**config.mk**
```make
export PLATFORM = sky130hd
export DESIGN_NAME = lin_slave_frame_receiver_top
export DESIGN_NICKNAME = d
export VERILOG_FILES = /design/src/design/lin_rx_pkg.sv /design/src/design/lin_slave_frame_receiver_top.sv
export SDC_FILE = /design/constraint.sdc
export NUM_CORES = 1
export LEC_CHECK = 0
export BUFFER_PORTS_ARGS = -buffer_cell sky130_fd_sc_hd__buf_2
export CORE_MARGIN = 4
export CORE_UTILIZATION = 49
export DETAILED_ROUTE_END_ITERATION = 10
export PLACE_DENSITY = 0.75
export SYNTH_ARGS = -nofsm -noshare
export SYNTH_HDL_FRONTEND = slang
export SYNTH_SLANG_ARGS = --single-unit
```
**constraint.sdc**
```tcl
create_clock -name clk -period 4.8 [get_ports clk]
set_input_delay 0 -clock clk [delete_from_list [all_inputs] [get_ports clk]]
set_output_delay 0 -clock clk [all_outputs]
set_load 0.01 [all_outputs]
```
**src/design/lin_rx_pkg.sv**
```systemverilog
// types and constants shared by the lin slave frame receiver
package lin_rx_pkg;

    localparam logic [7:0] BREAK_BYTE = 8'h00;
    localparam logic [7:0] SYNC_BYTE  = 8'h55;
    localparam logic [7:0] ID_MASK    = 8'h3F;
    localparam int         DATA_LEN   = 8;
    localparam int         IDX_W      = $clog2(DATA_LEN);
    localparam int         CNT_W      = $clog2(DATA_LEN + 1);

    typedef enum logic [2:0] {
        PH_IDLE     = 3'd0,
        PH_BREAK    = 3'd1,
        PH_SYNC     = 3'd2,
        PH_PID      = 3'd3,
        PH_DATA     = 3'd4,
        PH_CHECKSUM = 3'd5
    } phase_t;

    typedef enum logic {
        CMD_BREAK = 1'b0,
        CMD_BYTE  = 1'b1
    } command_t;

    typedef struct packed {
        logic       command;
        logic [7:0] byte_value;
    } rx_item_t;

    typedef struct packed {
        logic [5:0] frame_id;
        logic [7:0] protected_id;
        logic [7:0] checksum_byte;
        logic [7:0] data_0;
        logic [7:0] data_1;
        logic [7:0] data_2;
        logic [7:0] data_3;
        logic [7:0] data_4;
        logic [7:0] data_5;
        logic [7:0] data_6;
        logic [7:0] data_7;
    } rx_result_t;

endpackage

```
**src/design/lin_slave_frame_receiver_top.sv**
```systemverilog
// lin slave frame receiver: break and byte items in, complete frames out
// Takes one item (a break or a received byte) per clock cycle. Breaks, sync and identifier
// bytes, and data bytes only update the phase, byte count and identifier registers and the
// eight-entry data buffer. The checksum byte loads the result register, which holds the frame
// until it is taken. In the checksum phase any item, the checksum byte or a break, is held off
// while an earlier frame still waits in that register and result_ready is low. In every other
// phase items never wait. Frames appear in the cycle after their checksum byte is accepted.
module lin_slave_frame_receiver_top
(
    input  logic                   clk,
    input  logic                   rst_n,
    input  logic                   item_valid,
    output logic                   item_ready,
    input  lin_rx_pkg::rx_item_t   item,
    output logic                   result_valid,
    input  logic                   result_ready,
    output lin_rx_pkg::rx_result_t result
);
    import lin_rx_pkg::*;

    phase_t             phase_reg;
    phase_t             phase_next;
    logic [CNT_W-1:0]   byte_count_reg;
    logic [CNT_W-1:0]   byte_count_next;
    logic [7:0]         id_hold_reg;
    logic [7:0]         id_hold_next;
    logic [7:0]         data_reg [DATA_LEN];
    logic               data_we;
    logic               result_valid_reg;
    logic               result_valid_next;
    rx_result_t         result_reg;
    rx_result_t         result_next;
    logic               accept;
    logic               emit;

    assign item_ready   = !(result_valid_reg && !result_ready && phase_reg == PH_CHECKSUM);
    assign accept       = item_valid && item_ready;
    assign result_valid = result_valid_reg;
    assign result       = result_reg;

    always_ff @(posedge clk or negedge rst_n)
    begin
        if (!rst_n)
        begin
            phase_reg        <= PH_IDLE;
            byte_count_reg   <= '0;
            id_hold_reg      <= '0;
            result_valid_reg <= 1'b0;
        end
        else
        begin
            phase_reg        <= phase_next;
            byte_count_reg   <= byte_count_next;
            id_hold_reg      <= id_hold_next;
            result_valid_reg <= result_valid_next;
        end
    end

    always_ff @(posedge clk)
    begin
        if (data_we)
        begin
            data_reg[byte_count_reg[IDX_W-1:0]] <= item.byte_value;
        end
        if (emit)
        begin
            result_reg <= result_next;
        end
    end

    always_comb
    begin
        phase_next      = phase_reg;
        byte_count_next = byte_count_reg;
        id_hold_next    = id_hold_reg;
        data_we         = 1'b0;
        emit            = 1'b0;
        if (accept)
        begin
            if (item.command == CMD_BREAK)
            begin
                phase_next      = PH_BREAK;
                byte_count_next = '0;
            end
            else
            begin
                case (phase_reg)
                    PH_IDLE:
                    begin
                        phase_next = PH_IDLE;
                    end
                    PH_BREAK:
                    begin
                        if (item.byte_value == BREAK_BYTE)
                            phase_next = PH_SYNC;
                        else if (item.byte_value == SYNC_BYTE)
                            phase_next = PH_PID;
                        else
                            phase_next = PH_IDLE;
                    end
                    PH_SYNC:
                    begin
                        phase_next = (item.byte_value == SYNC_BYTE) ? PH_PID : PH_IDLE;
                    end
                    PH_PID:
                    begin
                        id_hold_next    = item.byte_value;
                        byte_count_next = '0;
                        phase_next      = PH_DATA;
                    end
                    PH_DATA:
                    begin
                        data_we         = 1'b1;
                        byte_count_next = byte_count_reg + 1'b1;
                        if (byte_count_next >= CNT_W'(DATA_LEN))
                            phase_next = PH_CHECKSUM;
                    end
                    PH_CHECKSUM:
                    begin
                        emit       = 1'b1;
                        phase_next = PH_IDLE;
                    end
                    default:
                    begin
                        phase_next = PH_IDLE;
                    end
                endcase
            end
        end
    end

    always_comb
    begin
        result_next.frame_id      = 6'(id_hold_reg & ID_MASK);
        result_next.protected_id  = id_hold_reg;
        result_next.checksum_byte = item.byte_value;
        result_next.data_0        = data_reg[0];
        result_next.data_1        = data_reg[1];
        result_next.data_2        = data_reg[2];
        result_next.data_3        = data_reg[3];
        result_next.data_4        = data_reg[4];
        result_next.data_5        = data_reg[5];
        result_next.data_6        = data_reg[6];
        result_next.data_7        = data_reg[7];
    end

    always_comb
    begin
        if (emit)
            result_valid_next = 1'b1;
        else if (result_ready)
            result_valid_next = 1'b0;
        else
            result_valid_next = result_valid_reg;
    end

    // a new frame only follows a checksum byte
    assert property (@(posedge clk) disable iff (!rst_n)
        $rose(result_valid_reg) |-> $past(phase_reg) == PH_CHECKSUM)
        else $error("frame emitted outside checksum phase");

    // data count never runs past the buffer while collecting
    assert property (@(posedge clk) disable iff (!rst_n)
        phase_reg == PH_DATA |-> byte_count_reg < CNT_W'(DATA_LEN))
        else $error("data count out of range");

    // checksum phase only with a full buffer
    assert property (@(posedge clk) disable iff (!rst_n)
        phase_reg == PH_CHECKSUM |-> byte_count_reg == CNT_W'(DATA_LEN))
        else $error("checksum phase without eight data bytes");

    // a break always restarts framing
    assert property (@(posedge clk) disable iff (!rst_n)
        accept && item.command == CMD_BREAK |=> phase_reg == PH_BREAK && byte_count_reg == '0)
        else $error("break did not restart framing");

    // a pending frame is never overwritten
    assert property (@(posedge clk) disable iff (!rst_n)
        result_valid_reg && !result_ready |-> !emit)
        else $error("pending frame overwritten");

endmodule
```
==> out/qor.yml, run 1 <==
largest_reg_flops: 80
synth_top_area_cell: "edfxtp_1"
p_sw_uw: 558.5
num_antenna_cells: 0
fin_skew_ns: 0.01033
synth.distinct_cells: 36
dpl-instance-area_um2: 5894
first_global_vias: 2619
dr_total_vias: 2639
fin_area_um2: 6593
antenna_found_initial: 0
setup_tns_ns: 0
cts_root_buffer: "clkbuf_8"
critPathMaxFanout: 8
grt_util_all_layers: 0.1575
p_seq_frac: 0.544
ys_warn_count: 0
first_pass_iters: 4
dieArea_um2: 12450
drive_above_1_share: 0.3780
p_comb_frac: 0.015
synth-edff-count: 144
routedWlPerCell_um: 17.95
slew_viol_final: 0
p_int_mw: 2.217
via_per_inst: 5.104
synth_ff_type: "edfxtp_1"
die_w_um: 111.6
syn_nets: 255
dieHeight_um: 111.6
cts_sinks: 160
cts_tree: "done"
grt_pass1_wl_um: 14610
fmax_ghz: 0.3526
syn_to_final_growth_pct: 25.42
netlist_instances: 241
required_ns: 4.94
core_area_um2: 10370
drc: 0
clkTransAtPathRegs_ns: 0.06
ys_seq_elements: 160
yosysSeqAreaShare: 0.8988
power.total_mw: 2.775
sw_frac_of_total: 0.2012
overflow: 0
avgSynthCellArea_um2: 21.81
worst_setup_path_end_kind: "flop"
gp_congestion: 0.8573
critical_path_class: "reg -> reg"
fin_cells: 517
hold_path.class: "in -> reg"
worst-path-buf-inv: 0
path_cells: "or2b_1 -> nor2_1 -> nand2_1 -> nor3_1"
grt_setup_unrepaired: "false"
ys_top_cells_by_area: "edfxtp_1, dfrtp_1, mux2_2"
cap_violations: 0
cts_buffers: 17
hold_viol: 0
initial_core_util: 0.5069
grt_max_degree: 33
critPathMaxStageDelay_ns: 1.00
clk_path_buf_depth: 2
ant_nets: 0
fillerInstances: 721
vdd_ir_drop_max_uv: 198.3
clkLatencyLatePin_ns: 0.52
num_io_pins: 101
syn_area_um2: 5256
min_period_over_period: 0.5909
routed_wl_um: 9282
drt_iter0_drc: 281
leakagePower_nw: 2.373
p_per_area_nw_per_um2: 421.0
yosysTopAreaCellShare: 0.8227
dp_hpwl_um: 5676
tightest_slew_ns: 1.196
h-tree-depth: 4
cp_slowest_cell: "nor3_1"
async_reset_ff_frac: 0.1000
start_kind: "flop"
critPathTopFamily: "simple AND/OR/NAND/NOR gates"
rows: 37
slew-limit-headroom: 0.1969
nNetsFinal: 382
io_buffers: 100
status: "completed"
worstPathArrival_ns: 2.97
clockPowerShare: 0.440
period_needed_ns: 2.836
dp.cells: 470
setup_viol_count_final: 0
==> metrics by stage <==
stage	setup WS, ns	util	hold WS, ns
2_1_floorplan	0.08545	-	-0.2956
3_3_place_gp	2.251	0.5684	-0.06265
3_5_place_dp	2.112	0.5684	-0.06015
4_1_cts	1.968	0.6357	0.3848
5_1_grt	1.708	0.6357	0.4149
6_report	1.964	0.6357	0.4115
==> Yosys cell counts, types with 2 or more instances <==
| cell type | number |
|---|---|
| o21ai_0 | 3 |
| buf_4 | 6 |
| nor2_1 | 7 |
| nand4_1 | 3 |
| dfrtp_1 | 16 |
| a221oi_1 | 2 |
| o22ai_1 | 2 |
| nor2b_1 | 2 |
| clkbuf_1 | 2 |
| nand2_1 | 8 |
| o21ai_1 | 2 |
| buf_2 | 2 |
| nor3_1 | 4 |
| inv_1 | 5 |
| nand3_1 | 4 |
| mux2_2 | 8 |
| nand2b_1 | 2 |
| nor4_1 | 2 |
| edfxtp_1 | 144 |
==> cell families (layout without fill, tap and decap cells) <==
logic type / after synthesis / count (layout) / share of synthesized area
simple gates: 37 / 37 / 0.03690
fa+ha+maj: 1 / 1 / 0.002380
compound gates: 19 / 19 / 0.02737
flops: 160 / 160 / 0.8988
mux: 9 / 9 / 0.01904
buf+inv: 15 / 155 / 0.01547
==> layout by cell type (no fill, tap or decap), drive strengths merged, types with 3 or more instances in the layout <==
cell and n:
edfxtp 144, buf 103, clkbuf 17, dfrtp 16, dlygate4sd3 15, inv 10, nand2 8, mux2 8
nor2 7, clkinv 7, o21ai 5, nor3 4, nand3 4, nand4 3
==> final cells by class <==
class	instances	area, um^2	share of cell area
clock buffers	17	414.1	0.06282
clock inverters	15	133.9	0.02031
inverters	5	18.77	0.002847
multi-input cells	66	457.9	0.06946
flip-flops and latches	160	4725	0.7166
well taps	136	170.2	0.02581
repair buffers	118	673.1	0.1021
==> routing by layer <==
layer	vias up	GRT usage	part of all wire
li1	1199	-	-
met1	1308	0.2048	0.42
met2	124	0.2481	0.49
met3	8	0.06250	0.080
met4	0	0.04704	0.0096
met5	-	0	0
==> path summary, 6_finish.rpt <==
check,start,endpoint,slack (ns),depth (start not counted)
setup / recovery,phase_reg[1],data_reg[2][7],1.96,4
hold / removal,item_valid,byte_count_reg[1],0.41,4
setup reg to reg,phase_reg[1],data_reg[2][7],1.96,4
hold reg to reg,data_reg[7][4],result[4],0.41,0
max in group asynchronous,rst_n,byte_count_reg[1],3.71,3
min in group asynchronous,rst_n,phase_reg[2],0.61,3
==> power groups by stage <==
stage	Combinational, mW	Clock [mW]	Sequential, mW
4_1_cts	0.0423	1.24	1.51
6_report	0.0422	1.22	1.51
2_1_floorplan	0.0112	0	1.54
3_5_place_dp	0.0331	0	1.54
3_3_place_gp	0.0325	0	1.54
5_1_grt	0.0458	1.32	1.51
==> worst reg2reg max path: stages (launching register included) <==
cell and delay, ns:
dfrtp_1 0.45, or2b_1 0.34, nor2_1 0.41, nand2_1 0.25, nor3_1 1.00
==> timing repair <==
| item | 4_1_cts | 5_1_grt |
|---|---|---|
| resized for setup | 0 | 0 |
| hold buffers | 15 | 0 |
| endpoints found under the hold margin | 103 | 0 |
| setup buffers | 0 | 0 |
Power figures use the tool's default switching activity.
==> run 2: changes to the inputs <==
--- a/config.mk
+++ b/config.mk
@@ -5,6 +5,7 @@
 export SDC_FILE = /design/constraint.sdc
 export NUM_CORES = 1
 export LEC_CHECK = 0
+export ABC_AREA = 1
 export BUFFER_PORTS_ARGS = -buffer_cell sky130_fd_sc_hd__buf_2
 export CORE_MARGIN = 4
 export CORE_UTILIZATION = 49
==> constraint.sdc (replaced) <==
create_clock -name clk -period 2.5 [get_ports clk]
set_input_delay 0 -clock clk [delete_from_list [all_inputs] [get_ports clk]]
set_output_delay 0 -clock clk [all_outputs]
set_load 0.01 [all_outputs]
==> out/qor.yml, run 2 <==
status: "completed"
power.total_mw: 5.673  # +100%
synth_top_area_cell: "edfxtp_1"
clkTransAtPathRegs_ns: 0.06  # about the same
wl_met1_um: 3954  # +1.3%
clk_path_buf_depth: 2  # unchanged
num_antenna_cells: 0  # unchanged
async_reset_ff_frac: 0.1000  # unchanged
grt_util_all_layers: 0.1758  # +0.01828
initial_core_util: 0.5093  # +0.002451
p_per_area_nw_per_um2: 835.6  # +99%
period_needed_ns: 2.408  # -0.4286 ns
ys_warn_count: 0  # unchanged
required_ns: 2.96  # -1.98 ns
multi_input_area_um2: 510.5  # +11%
critical_path_class: "reg -> reg"
vdd_ir_drop_max_uv: 458.4  # +130%
cap_violations: 0  # unchanged
setup_viol_count_final: 0  # unchanged
slew_viol_final: 0  # unchanged
via_per_inst: 5.071  # -0.65%
dp_hpwl_um: 6261  # +10%
cts_buffers: 17  # unchanged
synth_most_common_cell: "edfxtp_1"
worst_setup_path_end_kind: "flop"
io_buffers: 100  # unchanged
cts_root_buffer: "clkbuf_8"
fin_skew_ns: 0.007970  # -0.002363 ns
routedWlPerCell_um: 18.46  # +2.8%
clkLatencyLatePin_ns: 0.52  # about the same
drc: 0  # unchanged
num_io_pins: 101  # unchanged
ys_seq_elements: 160  # unchanged
netlist_instances: 280  # +16%
drive_above_1_share: 0.3513  # -0.02666
h-tree-depth: 4  # unchanged
dieHeight_um: 112.3  # +0.64%
grt_max_degree: 45  # +36%
worstPathArrival_ns: 2.86  # -0.11 ns
rows: 37  # unchanged
min_period_over_period: 0.9631  # +0.3722
fmax_ghz: 0.4153  # +18%
wl_met3_um: 877  # +18%
yosysTopAreaCellShare: 0.8115  # -0.01120
cts_tree: "done"
slew-limit-headroom: 0.5053  # +0.3085
core_area_um2: 10460  # +0.89%
fin_area_um2: 6789  # +3.0%
routed_wl_um: 10390  # +12%
largest_reg_flops: 80  # unchanged
first_pass_iters: 4  # unchanged
gp_congestion: 0.8742  # +2.0%
syn_area_um2: 5329  # +1.4%
final_cell_mix: "edfxtp_1, buf_2, nand2_1"
dpl-instance-area_um2: 6010  # +2.0%
leakagePower_nw: 2.575  # +8.5%
syn_nets: 294  # +15%
hold_path.class: "in -> reg"
wl_met2_um: 5367  # +18%
cts_sinks: 160  # unchanged
synth.distinct_cells: 24  # -33%
synth-edff-count: 144  # unchanged
layout_setup_ws_ns: 0.09214  # -1.871 ns
antenna_found_initial: 0  # unchanged
routed.top_layer: "met4"
tightest_slew_ns: 0.7395  # -0.4560 ns
synthTopCellsByCount: "edfxtp_1, nand2_1, dfrtp_1"
hold_viol: 0  # unchanged
fillerInstances: 681  # -5.5%
grt_pass1_wl_um: 16430  # +12%
dp.cells: 515  # +9.6%
fin_cells: 563  # +8.9%
ant_nets: 0  # unchanged
final_common_cell: "edfxtp_1"
overflow: 0  # unchanged
avgSynthCellArea_um2: 19.03  # -13%
dp_slack_ns: 0.5307  # -1.582 ns
nNetsFinal: 428  # +12%
dr_total_vias: 2855  # +8.2%
die_w_um: 112.3  # +0.64%
drt_iter0_drc: 312  # +11%
start_kind: "flop"
layout.area.seq_um2: 4727  # about the same
ys_top_cells_by_area: "edfxtp_1, dfrtp_1, nand2_1"
first_global_vias: 2941  # +12%
critPathMaxFanout: 5  # -3
yosysSeqAreaShare: 0.8866  # -0.01224
synth_ff_type: "edfxtp_1"
syn_to_final_growth_pct: 27.40
dieArea_um2: 12610  # +1.3%
==> run 2: per-stage QoR <==
step                        util   TNS, ns  hold slack, ns
after floorplan                -         0         -0.2956
after global placement    0.5744         0        -0.06996
after detailed placement  0.5744         0        -0.06308
after CTS                 0.6475         0          0.3430
after global routing      0.6489  -0.02055          0.3673
final                     0.6489         0          0.3761
==> run 2: path summary, 6_finish.rpt <==
path	cells after the start	startpoint	slack [ns]	to
worst min-delay path	4	item[8]	0.38	phase_reg[2]
worst max register to register	10	phase_reg[2]	0.09	byte_count_reg[2]
worst max-delay path	10	phase_reg[2]	0.09	byte_count_reg[2]
min in group asynchronous	3	rst_n	0.60	id_hold_reg[0]
max in group asynchronous	3	rst_n	1.39	phase_reg[2]
worst min register to register	0	data_reg[3][0]	0.42	result[32]
==> run 2: cell type report <==
cell class	count	area share
timing repair buffer	122	0.1036
tap	136	0.02506
clock inverter	12	0.02783
inverter	17	0.009399
sequential	160	0.6963
multi-input combinational	96	0.07519
clock buffer	20	0.06266
==> run 2: logic make-up after synthesis <==
family | count (synthesis) | share of synthesized area
XOR/XNOR | 1 | 0.001644
AND/OR/NAND/NOR | 81 | 0.07185
buffers and inverters | 24 | 0.02136
AO/OA/AOI/OAI | 13 | 0.01620
flip-flops | 160 | 0.8866
adder cells (fa/ha/maj) | 1 | 0.002348
==> run 2: layer usage <==
| metal | vias up | GRT usage |
|---|---|---|
| met2 | 150 | 0.3012 |
| met3 | 18 | 0.06577 |
| met5 | - | 0 |
| li1 | 1297 | - |
| met4 | 0 | 0.06731 |
| met1 | 1390 | 0.2013 |
==> run 2: where the power goes <==
part	switching (mW)	internal [mW]	total, mW
Combinational	0.0595	0.0295	0.0890
Sequential	0.00401	2.90	2.90
Clock	0.970	1.71	2.68
Total	1.03	4.64	5.67
==> run 2: critical path, cell delays in order (launching register included) <==
cell	delay [ns]
dfrtp_2	0.42
inv_1	0.10
nor2_2	0.14
nand2_1	0.10
nand2_2	0.10
nor2_2	0.05
nor2_2	0.14
nand4_1	0.10
dlygate4sd3_1	0.59
nand2_1	0.08
dlygate4sd3_1	0.54
==> run 2: repair_timing <==
action,in CTS,in global routing
hold endpoints to repair,103,0
hold buffers,15,0
setup buffers,0,1
gates resized for setup,0,4
endpoints found under the setup margin,0,1
